--- config.mk ---
export PLATFORM = sky130hd
export DESIGN_NAME = control_frame_receiver
export DESIGN_NICKNAME = d
export VERILOG_FILES = /design/src/cfr_pkg.sv /design/src/cfr_parser.sv /design/src/cfr_link.sv /design/src/control_frame_receiver.sv
export SDC_FILE = /design/constraint.sdc
export NUM_CORES = 1
export LEC_CHECK = 0
export BUFFER_PORTS_ARGS = -buffer_cell sky130_fd_sc_hd__buf_2
export CORE_UTILIZATION = 25
export DETAILED_ROUTE_END_ITERATION = 6
export GPL_ROUTABILITY_DRIVEN = 0
export PLACE_DENSITY = 0.41
export SKIP_LAST_GASP = 1
export SLEW_MARGIN = 0
export SYNTH_ARGS = -nofsm -noshare
export SYNTH_HDL_FRONTEND = slang
export SYNTH_HIERARCHICAL = 1
export SYNTH_SLANG_ARGS = --single-unit
--- constraint.sdc ---
create_clock -name clk_i -period 4.1 [get_ports clk_i]
set_clock_uncertainty 0.2 [all_clocks]
set_input_delay 0.205 -clock clk_i [delete_from_list [all_inputs] [get_ports clk_i]]
set_output_delay 0.205 -clock clk_i [all_outputs]
set_load 0.01 [all_outputs]
--- src/cfr_pkg.sv ---
// ----------------------------------------------------------------------------
// cfr_pkg: shared types and constants of the control frame receiver
// Word layouts, register indexes and sizes used by the parser, the link
// monitor and the top level.
// ----------------------------------------------------------------------------
`default_nettype none

package cfr_pkg;

  // Largest data field of a frame (range 7 to 31)
  localparam int unsigned MaxPayload = 16;

  // Data bytes of a control frame: buttons, misc, dpad, lx, ly, rx, ry
  localparam int unsigned CtrlLen = 7;

  localparam int unsigned LenW   = 5;   // length and position counters
  localparam int unsigned TickW  = 17;  // elapsed tick counter
  localparam int unsigned CfgIdxW  = 2;
  localparam int unsigned CfgDataW = 16;

  localparam logic [TickW-1:0] TickMax = {TickW{1'b1}};

  // Configuration register indexes
  typedef enum logic [CfgIdxW-1:0] {
    CfgFirstHeader  = 2'd0,
    CfgSecondHeader = 2'd1,
    CfgControlType  = 2'd2,
    CfgTimeoutTicks = 2'd3
  } cfg_reg_e;

  localparam logic [7:0]  FirstHeaderRst  = 8'd170;
  localparam logic [7:0]  SecondHeaderRst = 8'd85;
  localparam logic [7:0]  ControlTypeRst  = 8'd1;
  localparam logic [15:0] TimeoutTicksRst = 16'd500;

  typedef logic [CtrlLen-1:0][7:0] ctrl_bytes_t;

  typedef struct packed {
    logic       mode;     // 0: serial byte, 1: millisecond tick
    logic [7:0] rx_byte;
  } in_item_t;

  typedef struct packed {
    logic              frame_accepted;
    logic              link_ok;
    logic [7:0]        buttons;
    logic [7:0]        misc_buttons;
    logic [7:0]        dpad;
    logic signed [7:0] left_x;
    logic signed [7:0] left_y;
    logic signed [7:0] right_x;
    logic signed [7:0] right_y;
  } out_item_t;

  // Parser to link monitor: a control frame completed on this byte
  typedef struct packed {
    logic        load;
    ctrl_bytes_t data;
  } frame_evt_t;

endpackage

`default_nettype wire

--- src/cfr_parser.sv ---
// ----------------------------------------------------------------------------
// cfr_parser: frame parser
// Hunts for the two header bytes, collects type, length, data and checksum,
// and flags a checked control frame of the expected type and length.
// ----------------------------------------------------------------------------
`default_nettype none

module cfr_parser #(
  parameter int unsigned MaxPayload = cfr_pkg::MaxPayload
) (
  input  wire logic                clk_i,
  input  wire logic                rst_ni,
  input  wire logic                byte_en_i,
  input  wire logic [7:0]          rx_byte_i,
  input  wire logic [7:0]          first_header_i,
  input  wire logic [7:0]          second_header_i,
  input  wire logic [7:0]          control_type_i,
  output cfr_pkg::frame_evt_t      evt_o
);

  localparam int unsigned IdxW = (MaxPayload > 1) ? $clog2(MaxPayload) : 1;
  localparam logic [7:0] MaxLenByte = 8'(MaxPayload);
  localparam logic [cfr_pkg::LenW-1:0] MaxPos = cfr_pkg::LenW'(MaxPayload);
  localparam logic [cfr_pkg::LenW-1:0] CtrlLenW = cfr_pkg::LenW'(cfr_pkg::CtrlLen);

  typedef enum logic [5:0] {
    PhHdr1 = 6'b000001,
    PhHdr2 = 6'b000010,
    PhType = 6'b000100,
    PhLen  = 6'b001000,
    PhData = 6'b010000,
    PhChk  = 6'b100000
  } phase_e;

  phase_e                      phase_q, phase_d;
  logic [7:0]                  kind_q, kind_d;
  logic [cfr_pkg::LenW-1:0]    len_q, len_d;
  logic [cfr_pkg::LenW-1:0]    pos_q, pos_d, pos_inc;
  logic [7:0]                  xor_q, xor_d;
  logic [7:0]                  store_q [MaxPayload];
  logic                        store_we;
  logic                        frame_ok;

  assign pos_inc = pos_q + 1'b1;

  always_comb begin
    phase_d  = phase_q;
    kind_d   = kind_q;
    len_d    = len_q;
    pos_d    = pos_q;
    xor_d    = xor_q;
    store_we = 1'b0;
    frame_ok = 1'b0;
    case (phase_q)
      PhHdr2: begin
        phase_d = (rx_byte_i == second_header_i) ? PhType : PhHdr1;
      end
      PhType: begin
        kind_d  = rx_byte_i;
        xor_d   = rx_byte_i;
        phase_d = PhLen;
      end
      PhLen: begin
        xor_d = xor_q ^ rx_byte_i;
        if (rx_byte_i > MaxLenByte) begin
          phase_d = PhHdr1;
        end else begin
          len_d   = rx_byte_i[cfr_pkg::LenW-1:0];
          pos_d   = '0;
          phase_d = (rx_byte_i == 8'd0) ? PhChk : PhData;
        end
      end
      PhData: begin
        store_we = (pos_q < MaxPos);
        xor_d    = xor_q ^ rx_byte_i;
        pos_d    = pos_inc;
        if (pos_inc >= len_q) begin
          phase_d = PhChk;
        end
      end
      PhChk: begin
        frame_ok = (rx_byte_i == xor_q) && (kind_q == control_type_i) &&
                   (len_q == CtrlLenW);
        phase_d  = PhHdr1;
      end
      default: begin
        xor_d   = '0;
        phase_d = (rx_byte_i == first_header_i) ? PhHdr2 : PhHdr1;
      end
    endcase
  end

  always_ff @(posedge clk_i or negedge rst_ni) begin
    if (!rst_ni) begin
      phase_q <= PhHdr1;
      kind_q  <= '0;
      len_q   <= '0;
      pos_q   <= '0;
      xor_q   <= '0;
    end else if (byte_en_i) begin
      phase_q <= phase_d;
      kind_q  <= kind_d;
      len_q   <= len_d;
      pos_q   <= pos_d;
      xor_q   <= xor_d;
    end
  end

  // Data bytes, valid only once written in the current frame
  always_ff @(posedge clk_i) begin
    if (byte_en_i && store_we) begin
      store_q[pos_q[IdxW-1:0]] <= rx_byte_i;
    end
  end

  always_comb begin
    evt_o.load = byte_en_i && frame_ok;
    for (int i = 0; i < int'(cfr_pkg::CtrlLen); i++) begin
      evt_o.data[i] = store_q[i];
    end
  end

endmodule

`default_nettype wire

--- src/cfr_link.sv ---
// ----------------------------------------------------------------------------
// cfr_link: link monitor and control value holder
// Saturating millisecond counter, timeout compare, and the seven control
// bytes that a good frame loads and a lost link clears.
// ----------------------------------------------------------------------------
`default_nettype none

module cfr_link (
  input  wire logic                 clk_i,
  input  wire logic                 rst_ni,
  input  wire logic                 step_i,
  input  wire logic                 tick_i,
  input  wire cfr_pkg::frame_evt_t  evt_i,
  input  wire logic [15:0]          timeout_ticks_i,
  output logic                      link_ok_o,
  output cfr_pkg::ctrl_bytes_t      ctrl_o
);

  logic [cfr_pkg::TickW-1:0] ticks_q, ticks_d;
  cfr_pkg::ctrl_bytes_t      ctrl_q, ctrl_d;
  logic                      link;

  always_comb begin
    ticks_d = ticks_q;
    if (tick_i) begin
      if (ticks_q != cfr_pkg::TickMax) begin
        ticks_d = ticks_q + 1'b1;
      end
    end else if (evt_i.load) begin
      ticks_d = '0;
    end
    link   = (ticks_d <= {1'b0, timeout_ticks_i});
    ctrl_d = evt_i.load ? evt_i.data : ctrl_q;
    if (!link) begin
      ctrl_d = '0;
    end
  end

  always_ff @(posedge clk_i or negedge rst_ni) begin
    if (!rst_ni) begin
      ticks_q <= '0;
      ctrl_q  <= '0;
    end else if (step_i) begin
      ticks_q <= ticks_d;
      ctrl_q  <= ctrl_d;
    end
  end

  assign link_ok_o = link;
  assign ctrl_o    = ctrl_d;

endmodule

`default_nettype wire

--- src/control_frame_receiver.sv ---
// ----------------------------------------------------------------------------
// control_frame_receiver: framed controller data receiver with link timeout
// Parses header, type, length, data and XOR checksum from serial bytes and
// keeps the latest control values while millisecond ticks stay in budget.
// ----------------------------------------------------------------------------
// Usage:
//   Input channel (in_valid_i/in_ready_o, in_item_i) carries one word per
//   event: a received serial byte (mode 0) or a millisecond tick (mode 1).
//   Output channel (out_valid_o/out_ready_i, out_item_o) returns exactly one
//   word per input word, in order: frame_accepted, link_ok and the seven
//   control values (zero while the link is lost).
//   Config channel (cfg_valid_i/cfg_ready_o) writes headers, control type
//   and timeout by index; it is always ready. The user must write it only
//   while idle; the block itself does not enforce this. An accepted word
//   goes from the input register through one pass of parser logic into the
//   result register. Throughput: one word per clock while the output is not
//   stalled. When the receiver stalls, the result register holds and the input
//   register takes one more word; after that in_ready_o drops until the
//   result is taken.
//   Reset: parser hunts for the first header, controls are zero, tick
//   counter is zero, registers take their default values.
// ----------------------------------------------------------------------------
`default_nettype none

module control_frame_receiver #(
  parameter int unsigned MaxPayload = cfr_pkg::MaxPayload
) (
  input  wire logic                          clk_i,
  input  wire logic                          rst_ni,
  input  wire logic                          in_valid_i,
  output logic                               in_ready_o,
  input  wire cfr_pkg::in_item_t             in_item_i,
  output logic                               out_valid_o,
  input  wire logic                          out_ready_i,
  output cfr_pkg::out_item_t                 out_item_o,
  input  wire logic                          cfg_valid_i,
  output logic                               cfg_ready_o,
  input  wire logic [cfr_pkg::CfgIdxW-1:0]   cfg_index_i,
  input  wire logic [cfr_pkg::CfgDataW-1:0]  cfg_data_i
);

  logic [7:0]  first_header_q, second_header_q, control_type_q;
  logic [15:0] timeout_ticks_q;

  logic                 s1_valid_q;
  cfr_pkg::in_item_t    s1_item_q;
  logic                 out_valid_q;
  cfr_pkg::out_item_t   out_item_q, result;
  logic                 advance;

  cfr_pkg::frame_evt_t  evt;
  cfr_pkg::ctrl_bytes_t ctrl;
  logic                 link_ok;

  assign cfg_ready_o = 1'b1;

  always_ff @(posedge clk_i or negedge rst_ni) begin
    if (!rst_ni) begin
      first_header_q  <= cfr_pkg::FirstHeaderRst;
      second_header_q <= cfr_pkg::SecondHeaderRst;
      control_type_q  <= cfr_pkg::ControlTypeRst;
      timeout_ticks_q <= cfr_pkg::TimeoutTicksRst;
    end else if (cfg_valid_i) begin
      case (cfr_pkg::cfg_reg_e'(cfg_index_i))
        cfr_pkg::CfgFirstHeader:  first_header_q  <= cfg_data_i[7:0];
        cfr_pkg::CfgSecondHeader: second_header_q <= cfg_data_i[7:0];
        cfr_pkg::CfgControlType:  control_type_q  <= cfg_data_i[7:0];
        cfr_pkg::CfgTimeoutTicks: timeout_ticks_q <= cfg_data_i[15:0];
        default: ;
      endcase
    end
  end

  // The word in the input register is processed when the result slot frees
  assign advance    = s1_valid_q && (!out_valid_q || out_ready_i);
  assign in_ready_o = !s1_valid_q || advance;

  always_ff @(posedge clk_i or negedge rst_ni) begin
    if (!rst_ni) begin
      s1_valid_q <= 1'b0;
    end else if (in_ready_o) begin
      s1_valid_q <= in_valid_i;
    end
  end

  always_ff @(posedge clk_i) begin
    if (in_ready_o && in_valid_i) begin
      s1_item_q <= in_item_i;
    end
  end

  cfr_parser #(
    .MaxPayload(MaxPayload)
  ) u_parser (
    .clk_i          (clk_i),
    .rst_ni         (rst_ni),
    .byte_en_i      (advance && !s1_item_q.mode),
    .rx_byte_i      (s1_item_q.rx_byte),
    .first_header_i (first_header_q),
    .second_header_i(second_header_q),
    .control_type_i (control_type_q),
    .evt_o          (evt)
  );

  cfr_link u_link (
    .clk_i          (clk_i),
    .rst_ni         (rst_ni),
    .step_i         (advance),
    .tick_i         (s1_item_q.mode),
    .evt_i          (evt),
    .timeout_ticks_i(timeout_ticks_q),
    .link_ok_o      (link_ok),
    .ctrl_o         (ctrl)
  );

  always_comb begin
    result.frame_accepted = evt.load;
    result.link_ok        = link_ok;
    result.buttons        = ctrl[0];
    result.misc_buttons   = ctrl[1];
    result.dpad           = ctrl[2];
    result.left_x         = ctrl[3];
    result.left_y         = ctrl[4];
    result.right_x        = ctrl[5];
    result.right_y        = ctrl[6];
  end

  always_ff @(posedge clk_i or negedge rst_ni) begin
    if (!rst_ni) begin
      out_valid_q <= 1'b0;
    end else if (advance) begin
      out_valid_q <= 1'b1;
    end else if (out_ready_i) begin
      out_valid_q <= 1'b0;
    end
  end

  always_ff @(posedge clk_i) begin
    if (advance) begin
      out_item_q <= result;
    end
  end

  assign out_valid_o = out_valid_q;
  assign out_item_o  = out_item_q;

endmodule

`default_nettype wire

# Yosys cells after proc, flatten, opt, wreduce, memory -nomap -nowiden
# Memory sizes are Yosys's and may differ from the RTL's.
# Index checks and enable logic that the tools add are counted.
# word_totals
regBits,214
ram_bits,128
input_bits,32
output_inout_bits,61
wordCells,103
mem_count,1
# memory_table
memory,words,width,rd,rd_ports_with_merged_regs,write_ports,line,text
u_parser.store_q,16,8,7,0,1,cfr_parser.sv:40,logic [7:0] store_q [MaxPayload];
# op_classes
n_addsub,2
magnitude_cmp,4
eq_ne,16
mux,20
bitwise,3
n_reduce_logical,27
# ops
operator,count
$mux W56,2
$mux W17,3
$eq A8 B8 Y1,4
$pmux W6 S5,1
$pmux W8 S3,1
$mux W6,3
$add A17 B1 Y17 const B,1
$le A17 B16 Y1,1
$ne A17 B17 Y1 const B,1
$reduce_and A2 Y1,7
$pmux W5 S2,1
$gt A8 B5 Y1 const B,1
$logic_not A8 Y1,1
$xor A8 B8 Y8,1
$logic_and A1 B1 Y1,7
$eq A6 B2 Y1 const B,1
$eq A6 B3 Y1 const B,1
$eq A6 B4 Y1 const B,1
$eq A6 B5 Y1 const B,1
$eq A6 B6 Y1 const B,1
$mux W1,6
$reduce_and A3 Y1,2
$add A5 B1 Y5 const B,1
$eq A5 B3 Y1 const B,1
15 further kinds,22

# Logic depth before layout (Yosys ltp)
# Gate-level depths: netlist of the first run.
# depth
ltp_word,9
depth_mapped,21

# Modules after synthesis
# The synthesis of the first run kept the hierarchy.
# modules_own_cells
mod,n_inst,cells_each,area_per_inst_um2
cfr_link,1,528,4548.1
cfr_parser,1,276,3868.7
control_frame_receiver,1,164,3653.5

# Worst setup path after synthesis of the first run
# OpenSTA, ideal clock, no wires.
# synth_timing
path_kind,register to register
startpoint,"register out_valid_q, in the netlist out_valid_o"
endpoint,"register out_item_q, in the netlist out_item_o[10] (data pin)"
t_arrival_ps,4102
path_slack_ps,-461
stages_incl_launch_ff,20
path_buffers,4
period_less_slack_ps,4561
path_cell_list,dfrtp_1 -> nand2b_1 -> nor3b_1 -> clkbuf_1 -> nand4_1 -> or4_1 -> nor4_1 -> clkbuf_1 -> nor2b_1 -> nor2_1 -> mux2_2 -> ha_1 -> nand4_1 -> nor3_1 -> a211oi_1 -> o221a_2 -> o21ai_1 -> buf_2 -> buf_2 -> a21oi_1
# synth_lines
element,line,text
start: declaration,control_frame_receiver.sv:47,logic out_valid_q;
start signal: assignment,control_frame_receiver.sv:130,out_valid_q <= 1'b0;
start signal: assignment,control_frame_receiver.sv:132,out_valid_q <= 1'b1;
start signal: assignment,control_frame_receiver.sv:134,out_valid_q <= 1'b0;
end signal: assignment,control_frame_receiver.sv:140,out_item_q <= result;
end: declaration,control_frame_receiver.sv:48,"cfr_pkg::out_item_t out_item_q, result;"

==> impl_metrics.py, run 1 <==
metrics = {
    "job": {
        "drv_cap": 0,
    },
    "timing": {
        "timing.final.hold_violations": 0,
        "worst-slew-pin-transition_ns": 1.08,
        "timing.final.crit_period_ns": 4.33,
        "rsz0062_at_grt": "true",
        "relSlewSlack_pct": 27.7,
        "fmax_mhz": 231,
        "max_slew_violation_count": 0,
        "post-route-period-util_pct": 106,
        "setup_slack_ns": -0.227,
        "setup_viol": 113,
    },
    "cells_and_area": {
        "area_growth_pct": 32.8,
        "n_antenna_cell": 0,
        "final_net_count": 1232,
        "utilization_pct": 33.6,
        "finalNonFillerCells": 1814,
        "drive_gt1_share_pct": 36.1,
    },
    "synth": {
        "post_synth_inst_count": 968,
        "post_synth_main_area_contributors": "edfxtp_1 31%, dfrtp_1 27%, mux2_2 4.9%",
        "mappedNetlistNets": 1026,
        "synth_enable_flop_cells": 123,
        "synth_top_cell_by_area": "edfxtp_1",
        "synth.cell_area_sq_mm": 0.0121,
        "synth_mux_area_share_pct": 5.76,
        "yosysTopAreaCellShare_pct": 30.6,
        "synthFlopType": "dfrtp_1",
        "synth.most_common_cell": "dfrtp_1",
        "synth-compound-area-share_pct": 12.0,
        "synth_xor_xnor_area_share_pct": 2.68,
        "postSynth.asyncResetShare_pct": 54.4,
        "synth_top_family_by_area": "simple AND/OR/NAND/NOR gates",
        "netlist_top_cells_count": "131 x dfrtp_1, 123 x edfxtp_1, 97 x nand2_1, 72 x a21oi_1, 62 x nand2b_1",
        "simple_gate_share_of_the_synthesized_area_pct": 12.3,
        "postSynthAreaPerCell_sq_um": 12.5,
        "synth_seq_area_share_pct": 61.2,
        "ys_ff_latch": 270,
        "post_synth_fa_ha_maj_area_fraction_pct": 2.70,
        "synth.distinct_cells": 63,
        "ys_warn_count": 6,
    },
    "route": {
        "antenna_left": 0,
        "routed_wire_length_per_instance_um": 18.4,
        "dr.pass1.iters": 5,
        "via_count": 8273,
        "drt-vias-per-instance": 4.56,
        "drcViolationCount": 0,
        "routed_wl_um": 33400,
        "initial_drt_markers": 516,
    },
    "setup_path": {
        "required_ns": 4.36,
        "timing.setup.critical_path_class": "flip-flop to flip-flop",
        "reg2reg_setup_slack_ns": -0.23,
        "critPathCaptureType": "flip-flop",
        "worst_r2r_endpoint": "u_link/ctrl_q[39]",
        "cp_arrival_ns": 4.59,
        "worstPathMaxFanout": 5,
        "r2r-start": "s1_valid_q",
        "r2r_cells": 21,
        "worst_setup_path_start_kind": "flip-flop",
    },
    "min_path": {
        "min-delay-path-class": "primary input to asynchronous set/reset pin",
    },
    "global_routing": {
        "antenna_found_initial": 0,
        "grt.overflow.total": 0,
        "grt_max_degree": 116,
        "total_grt_usage_pct": 13.0,
        "grt_pass1_wl_um": 49900,
        "vias_in_the_first_global_route": 8240,
    },
    "floorplanning": {
        "floorplan.die_area_sq_mm": 0.0492,
        "core_box_area_sq_mm": 0.0476,
        "die_height_um": 222,
        "initial_utilization_pct": 25.3,
        "io_pins": 93,
        "die_x_um": 222,
        "fp-row-count": 80,
    },
    "pwr": {
        "power.leakage_nw": 6.19,
        "vdd.ir_drop.worst_mv": 0.314,
        "pwr_density_cell_mw_per_mm2": 420,
    },
    "placement": {
        "detailedPlacementHpwl_um": 20100,
        "portBuffers": 91,
        "placed_cells": 1693,
    },
    "cts": {
        "clkTransAtPathRegs_ns": 0.06,
        "cts_tree": "yes",
        "numCtsBuffers": 31,
        "cts_buffer_depth": 3,
        "clock_tree.root_cell": "clkbuf_16",
        "clock_latency_ns": 0.58,
        "clock_tree.htree_level_count": 1,
        "total_clock_sinks": 270,
    },
    "run_status": {
        "status": "finished with violations",
        "failed_checks": "negative setup slack",
    },
}
layout make-up:
class	instances	area (sq um)
inverters	30	113
multi-input cells	615	4870
well taps	615	769
clock buffers	39	868
clock inverters	19	154
flip-flops and latches	270	7390
fillers	4767	31600
repair buffers	226	1860
what timing repair did:
item,in CTS,in global routing
hold buffers,32,0
pin swaps,13,16
resized for setup,35,108
cloned,2,10
endpoints found under the setup margin,113,113
endpoints found under the hold margin,128,0
buffers inserted,12,10
worst max path at each step:
stage,cells after the start,to,from,slack (ns)
final,21,u_link/ctrl_q[39],s1_valid_q,-0.23
after global routing,21,u_link/ctrl_q[12],s1_valid_q,-0.46
after CTS,19,out_item_o[11],s1_item_q[8],-0.21
after detailed placement,18,out_item_o[46],s1_valid_q,-0.39
after global placement,18,out_item_o[51],s1_valid_q,-0.27
after floorplan,17,out_item_o[24],s1_item_q[8],-0.03
cell usage in the layout, fill, tap and decap left out, types with 28 or more instances in the layout:
master	synthesis	routed
dfrtp_1	131	131
edfxtp_1	123	123
nand2_1	97	95
buf_2	15	90
buf_4	3	76
nand2b_1	62	62
mux2_2	52	51
a21oi_2	0	40
clkbuf_16	0	38
o21ai_0	42	35
o2bb2ai_1	57	35
dlygate4sd3_1	0	32
inv_1	30	28
through the flow:
stage / power [mW] / hold WS [ns] / setup slack (ns) / instance area (sq um) / TNS, ns
after CTS: 6.76 / 0.0894 / -0.208 / 15300 / -15.32
after detailed placement: 3.90 / 0.165 / -0.391 / 13700 / -35.62
after global placement: 3.90 / 0.177 / -0.273 / 13700 / -22.77
final: 6.73 / 0.103 / -0.227 / 16000 / -17.09
after floorplan: 3.58 / -0.291 / -0.0304 / 12100 / -0.608
after global routing: 7.04 / 0.120 / -0.459 / 16000 / -43.00
critical path, stage by stage (launching register included):
cell and delay, ns:
dfrtp_1 0.40, inv_2 0.07, nor3b_4 0.23, nand4_1 0.14, or4_4 0.55, nor4_4 0.23
nor2b_4 0.24, buf_6 0.12, a21oi_4 0.03, nand2_1 0.06, o21ai_1 0.06, ha_1 0.32
buf_4 0.11, nand4_1 0.16, nor3_2 0.18, a211oi_2 0.08, o221a_4 0.24, buf_4 0.14
o21ai_4 0.24, buf_12 0.17, buf_8 0.14, o2bb2ai_1 0.08
registers in the layout, indices dropped and copies added, names as in the netlist:
| signal | cells |
|---|---|
| u_parser/phase_q | 6 |
| u_parser/len_q | 5 |
| u_parser/pos_q | 5 |
| u_link/ticks_q | 17 |
| first_header_q | 8 |
| s1_valid_q | 1 |
| control_type_q | 8 |
| u_parser/xor_q | 8 |
| u_parser/store_q | 56 |
| out_valid_o | 1 |
| timeout_ticks_q | 16 |
| second_header_q | 8 |
| u_link/ctrl_q | 56 |
| s1_item_q | 9 |
| out_item_o | 58 |
| u_parser/kind_q | 8 |
kinds of logic (layout without fill, tap and decap cells):
family | count (synthesis) | after routing
flops | 270 | 270
buf+inv | 83 | 314
fa+ha+maj | 26 | 26
simple gates | 272 | 272
xor+xnor | 37 | 37
other cells | 1 | 1
mux | 61 | 61
compound gates | 218 | 218
report_power, final:
part           switching, mW  internal (mW)  leakage (nW)
clock network           1.14           1.62         0.515
logic                  0.455          0.388          2.59
registers              0.100           3.02          3.08
metal layers:
metal  up-vias  track usage, %  routed length, um
met5         -               0                  0
met4         0            3.29                664
met3        41            1.97               1120
met2       145            20.5              15400
met1      4145            18.7              16200
li1       3942               -                  -
(Power assumes the default switching activity.)
==> inputs of run 2 (changes only) <==
ABC_CLOCK_PERIOD_IN_PS = 4100   (was not set)
HOLD_SLACK_MARGIN = 0.12   (was not set)
==> run 2 against run 1 <==
Critical path type unchanged; final cell count rose by 0.28%; first-iteration DRC count rose by 1.4%; fmax about the same; the run still ends with negative setup slack left; global-route usage is essentially flat; highest routed layer unchanged; largest cell class unchanged; die area is the same; via count is 0.69% higher; clock-buffer cell count unchanged; sequential cell count stayed put; setup slack got worse by 0.0034 ns; cell area up 0.31%; sequential share of layout area is 0.14 points lower; non-clock buffer count grew 5.
==> impl_metrics.py, run 2 (synthesis gave the netlist of run 1 again) <==
metrics = {
    "run_status": {
        "status": "finished with violations",
        "failed_checks": "negative setup slack",
    },
    "global_routing": {
        "grt.overflow.total": 0,
        "antenna_found_initial": 0,
        "grt_pass1_wl_um": 50000,
        "total_grt_usage_pct": 13.1,
        "vias_in_the_first_global_route": 8252,
        "grt_max_degree": 116,
    },
    "pwr": {
        "power.leakage_nw": 6.20,
        "pwr_density_cell_mw_per_mm2": 419,
        "vdd.ir_drop.worst_mv": 0.312,
    },
    "floorplanning": {
        "fp-row-count": 80,
        "die_height_um": 222,
        "core_box_area_sq_mm": 0.0476,
        "floorplan.die_area_sq_mm": 0.0492,
        "die_x_um": 222,
        "io_pins": 93,
        "initial_utilization_pct": 25.3,
    },
    "timing": {
        "timing.final.crit_period_ns": 4.33,
        "timing.final.hold_violations": 0,
        "rsz0062_at_grt": "true",
        "max_slew_violation_count": 0,
        "fmax_mhz": 231,
        "worst-slew-pin-transition_ns": 1.09,
        "relSlewSlack_pct": 27.2,
        "post-route-period-util_pct": 106,
        "setup_viol": 113,
        "setup_slack_ns": -0.231,
    },
    "cells_and_area": {
        "number_of_flip_flops_under_the_largest_register_name": 58,
        "final_net_count": 1237,
        "area_growth_pct": 33.2,
        "mostFrequentLayoutCells": "131 x dfrtp_1, 123 x edfxtp_1, 95 x nand2_1, 90 x buf_2, 76 x buf_4",
        "leading_cell_type_in_the_layout_fill_and_taps_excluded": "dfrtp_1",
        "drive_gt1_share_pct": 36.0,
        "n_antenna_cell": 0,
        "finalNonFillerCells": 1819,
    },
    "placement": {
        "pre_cts_ws_ns": -0.391,
        "detailedPlacementHpwl_um": 20100,
        "placed_cells": 1693,
        "portBuffers": 91,
    },
    "route": {
        "routed_wire_length_per_instance_um": 18.4,
        "drcViolationCount": 0,
        "drt-vias-per-instance": 4.58,
        "via_count": 8330,
        "routed_wl_um": 33500,
        "antenna_left": 0,
        "dr.pass1.iters": 5,
        "initial_drt_markers": 523,
    },
    "min_path": {
        "min-delay-path-class": "primary input to asynchronous set/reset pin",
    },
    "cts": {
        "clock_tree.htree_level_count": 1,
        "clock_latency_ns": 0.59,
        "numCtsBuffers": 31,
        "cts_tree": "yes",
        "total_clock_sinks": 270,
        "clkTransAtPathRegs_ns": 0.06,
        "clock_tree.root_cell": "clkbuf_16",
        "cts_buffer_depth": 3,
    },
    "setup_path": {
        "critPathLaunch": "s1_valid_q",
        "worst_r2r_endpoint": "u_link/ctrl_q[39]",
        "worst_setup_path_start_kind": "flip-flop",
        "required_ns": 4.36,
        "critPathCaptureType": "flip-flop",
        "r2r-start": "s1_valid_q",
        "cp_arrival_ns": 4.59,
        "timing.setup.critical_path_class": "flip-flop to flip-flop",
        "r2r_cells": 21,
        "reg2reg_setup_slack_ns": -0.23,
        "worstPathMaxFanout": 5,
    },
    "job": {
        "drv_cap": 0,
    },
}
==> run 2: cell type report <==
class | count | area (sq um)
clock buffer | 39 | 868
clock inverter | 19 | 154
fill | 4765 | 31600
inverter | 30 | 113
multi-input combinational | 615 | 4870
sequential | 270 | 7390
tap | 615 | 769
timing repair buffer | 231 | 1910
==> run 2: power by group <==
| part | total, mW | internal, mW | switching (mW) |
|---|---|---|---|
| clock network | 2.76 | 1.62 | 1.14 |
| logic | 0.846 | 0.391 | 0.454 |
| registers | 3.12 | 3.02 | 0.101 |
| total | 6.73 | 5.04 | 1.70 |
==> run 2: metal layers <==
layer | wire, um | track usage, % | up-vias | share of wire (%)
met3 | 1060 | 1.97 | 40 | 3.2
met5 | 0 | 0 | - | 0
met2 | 15500 | 20.5 | 146 | 46
met4 | 661 | 3.29 | 0 | 2.0
li1 | - | - | 3958 | -
met1 | 16300 | 18.7 | 4186 | 49
==> run 2: critical path, stage by stage (launching register included) <==
cell,delay (ns)
dfrtp_1,0.41
inv_2,0.07
nor3b_4,0.23
nand4_1,0.14
or4_4,0.55
nor4_4,0.23
nor2b_4,0.24
buf_6,0.12
a21oi_4,0.03
nand2_1,0.06
o21ai_1,0.06
ha_1,0.32
buf_4,0.11
nand4_1,0.16
nor3_2,0.18
a211oi_2,0.08
o221a_4,0.24
buf_4,0.14
o21ai_4,0.24
buf_12,0.17
buf_8,0.14
o2bb2ai_1,0.08
==> run 2: through the flow <==
| stage | instance area (sq um) | util (%) | hold slack, ns | total power [mW] | TNS [ns] |
|---|---|---|---|---|---|
| after global routing | 16100 | 33.8 | 0.165 | 7.04 | -43.00 |
| after detailed placement | 13700 | 28.7 | 0.165 | 3.90 | -35.62 |
| after CTS | 15300 | 32.2 | 0.132 | 6.76 | -15.32 |
| final | 16100 | 33.8 | 0.106 | 6.73 | -17.48 |
| after global placement | 13700 | 28.7 | 0.177 | 3.90 | -22.77 |
| after floorplan | 12100 | - | -0.291 | 3.58 | -0.608 |
==> run 2: how the worst max path moves through the flow <==
stage | slack (ns) | cells after the start | end
finish | -0.23 | 21 | u_link/ctrl_q[39]
global route | -0.46 | 21 | u_link/ctrl_q[12]
CTS | -0.21 | 19 | out_item_o[11]
detailed placement | -0.39 | 18 | out_item_o[46]
global placement | -0.27 | 18 | out_item_o[51]
floorplan | -0.03 | 17 | out_item_o[24]
==> run 2: what timing repair did <==
action                                  4_1_cts  5_1_grt
resized for setup                            35      108
pin swaps                                    13       16
buffers inserted                             12       10
endpoints found under the setup margin      113      113
hold buffers                                 37        0
hold endpoints to repair                    138        0
gates cloned                                  2       10
==> inputs of run 3 (changes only) <==
CELL_PAD_IN_SITES_DETAIL_PLACEMENT = 0   (was not set)
CELL_PAD_IN_SITES_GLOBAL_PLACEMENT = 1   (was not set)
PLACE_DENSITY = 0.48   (was 0.41)
TNS_END_PERCENT = 50   (was not set)
==> run 3 against run 2 <==
The run still ends with negative setup slack left; sequential cell count stayed put; sequential share of layout area up 0.42 points; fmax is 0.74% higher; register-to-register slack better by 0.03 ns; final cell count about the same; via count is 0.49% lower; die area unchanged; core utilization fell by 0.30 points; global-route usage rose by 0.83 points; hold slack improved by 0.0089 ns; clock power grew 4%; clock-buffer cell count rose by 12; largest cell class unchanged; largest power group unchanged; highest routed layer unchanged.
==> impl_metrics.py, run 3 (synthesis gave the netlist of run 1 again) <==
metrics = {
    "placement": {
        "pre_cts_ws_ns": -0.422,
        "portBuffers": 91,
        "detailedPlacementHpwl_um": 20500,
    },
    "pwr": {
        "pwr_density_cell_mw_per_mm2": 430,
        "vdd.ir_drop.worst_mv": 0.202,
        "pwr-share-seq_pct": 45.6,
        "clkPwrFrac_pct": 41.9,
        "switching_share_pct": 25.2,
        "p_int_mw": 5.12,
        "p_switching_mw": 1.73,
        "power.leakage_nw": 6.23,
        "comb_power_share_pct": 12.5,
    },
    "floorplanning": {
        "io_pins": 93,
        "die_x_um": 222,
        "core_box_area_sq_mm": 0.0476,
        "fp-row-count": 80,
        "floorplan.die_area_sq_mm": 0.0492,
        "initial_utilization_pct": 25.3,
        "die_height_um": 222,
    },
    "cells_and_area": {
        "multi_input_comb_area_sq_mm": 0.00466,
        "area_growth_pct": 32.0,
        "drive_gt1_share_pct": 32.7,
        "n_antenna_cell": 0,
        "utilization_pct": 33.4,
        "filler_cell_count": 4811,
        "mostFrequentLayoutCells": "131 x dfrtp_1, 123 x edfxtp_1, 96 x nand2_1, 90 x buf_2, 70 x buf_4",
        "leading_cell_type_in_the_layout_fill_and_taps_excluded": "dfrtp_1",
        "number_of_flip_flops_under_the_largest_register_name": 58,
        "area.sequential_sq_mm": 0.00739,
        "final_net_count": 1236,
    },
    "timing": {
        "post-route-period-util_pct": 105,
        "timing.final.hold_violations": 0,
        "setup_total_negative_slack_ns": -17.79,
        "setup_slack_ns": -0.199,
        "hold_slack_ns": 0.115,
        "rsz0062_at_grt": "true",
        "fmax_mhz": 233,
        "worst-slew-pin-transition_ns": 0.930,
        "setup_viol": 113,
        "timing.final.crit_period_ns": 4.30,
        "max_slew_violation_count": 0,
        "relSlewSlack_pct": 38.0,
    },
    "cts": {
        "clock_tree.htree_level_count": 2,
        "clkTransAtPathRegs_ns": 0.06,
        "clock_tree.root_cell": "clkbuf_16",
        "clock_latency_ns": 0.53,
        "total_clock_sinks": 270,
        "cts_buffer_depth": 3,
        "numCtsBuffers": 34,
        "cts_tree": "yes",
    },
    "setup_path": {
        "critPathCaptureType": "flip-flop",
        "cp_arrival_ns": 4.51,
        "path_buf_inv": 4,
        "timing.setup.critical_path_class": "flip-flop to flip-flop",
        "worstPathMaxFanout": 22,
        "cp_cell_sequence": "nand2b_1 -> nor3b_4 -> nand4_1 -> or4_4 -> nor4_4 -> nor2b_4 -> buf_6 -> nor2_4 -> mux2_4 -> ha_4 -> nand4_1 -> nor3_2 -> a211oi_4 -> o221a_4 -> buf_4 -> o21ai_4 -> buf_12 -> clkbuf_16 -> o2bb2ai_1",
        "slowest_stage": "or4_4",
        "worst_setup_path_start_kind": "flip-flop",
        "critPathLaunch": "out_valid_o",
        "crit_path_frequent_cell": "nand4_1",
        "crit_path_max_incr_delay_ns": 0.45,
        "required_ns": 4.31,
        "critical-path-top-delay-family": "simple AND/OR/NAND/NOR gates",
        "r2r-start": "out_valid_o",
    },
    "route": {
        "antenna_left": 0,
        "routed_wire_length_per_instance_um": 18.8,
        "drcViolationCount": 0,
        "routed_wl_um": 34200,
        "via_count": 8289,
        "dr.pass1.iters": 5,
        "initial_drt_markers": 508,
        "drt-vias-per-instance": 4.56,
    },
    "global_routing": {
        "antenna_found_initial": 1,
        "grt_max_degree": 101,
        "grt_pass1_wl_um": 52400,
        "total_grt_usage_pct": 13.9,
        "grt.overflow.total": 0,
        "vias_in_the_first_global_route": 8487,
    },
    "job": {
        "drv_cap": 0,
    },
    "run_status": {
        "status": "finished with violations",
        "failed_checks": "negative setup slack",
    },
    "min_path": {
        "min-delay-path-class": "primary input to asynchronous set/reset pin",
    },
}
==> run 3: cell count changes in the layout (fill, tap and decap cells not counted), sizes merged <==
cell,previous run,this run
clkbuf,44,56
dlygate4sd3,37,34
bufinv,2,1
inv,31,30
buf,189,188
clkinv,16,9
==> run 3: metrics by stage <==
| step | std cells | power (mW) | area (sq um) |
|---|---|---|---|
| after floorplan | 968 | 3.58 | 12100 |
| after global placement | 1700 | 3.92 | 13700 |
| after detailed placement | 1700 | 3.92 | 13700 |
| after CTS | 1812 | 6.96 | 15700 |
| after global routing | 1818 | 7.19 | 15900 |
| final | 1818 | 6.85 | 15900 |
==> run 3: area by class of cell <==
| cell class | count | share of cell area [%] |
|---|---|---|
| clock inverter | 10 | 0.589 |
| multi-input combinational | 615 | 29.3 |
| sequential | 270 | 46.4 |
| inverter | 30 | 0.707 |
| tap | 615 | 4.83 |
| timing repair buffer | 227 | 12.2 |
| clock buffer | 51 | 6.06 |
==> run 3: power groups by stage <==
stage / Combinational, mW / Sequential [mW] / Clock (mW)
floorplan: 0.393 / 3.18 / 0
global placement: 0.745 / 3.17 / 0
detailed placement: 0.747 / 3.18 / 0
CTS: 0.842 / 3.13 / 2.99
global route: 0.953 / 3.15 / 3.09
finish: 0.854 / 3.12 / 2.87
==> run 3: what timing repair did <==
action	in CTS	in global routing
pin swaps	23	4
endpoints found under the hold margin	128	0
setup buffers	16	3
cloned	6	5
gates resized for setup	65	28
hold buffers	34	0
setup endpoints to repair	113	113
==> run 3: worst paths after layout <==
path,end,slack (ns),cells past startpoint
min in group clk_i,s1_item_q[6],0.18,2
worst max register to register,u_link/ctrl_q[26],-0.20,19
worst max-delay path,u_link/ctrl_q[26],-0.20,19
worst min register to register,u_link/ctrl_q[12],0.29,1
max in group asynchronous,second_header_q[6],2.64,3
worst min-delay path,u_link/ctrl_q[3],0.11,2
==> run 3: metal layers <==
metal / GRT usage [%] / share of wire (%) / vias to the layer above / wire [um]
met5: 0 / 0 / - / 0
met2: 21.8 / 46 / 154 / 15800
met1: 19.6 / 48 / 4128 / 16500
met4: 4.14 / 1.9 / 0 / 634
li1: - / - / 3963 / -
met3: 2.28 / 3.6 / 44 / 1220
==> run 3: worst reg2reg max path, cell delays in order (launching register included) <==
cell,delay [ns]
dfrtp_1,0.37
nand2b_1,0.09
nor3b_4,0.22
nand4_1,0.15
or4_4,0.45
nor4_4,0.22
nor2b_4,0.23
buf_6,0.12
nor2_4,0.03
mux2_4,0.28
ha_4,0.27
nand4_1,0.17
nor3_2,0.29
a211oi_4,0.07
o221a_4,0.25
buf_4,0.14
o21ai_4,0.15
buf_12,0.15
clkbuf_16,0.22
o2bb2ai_1,0.10
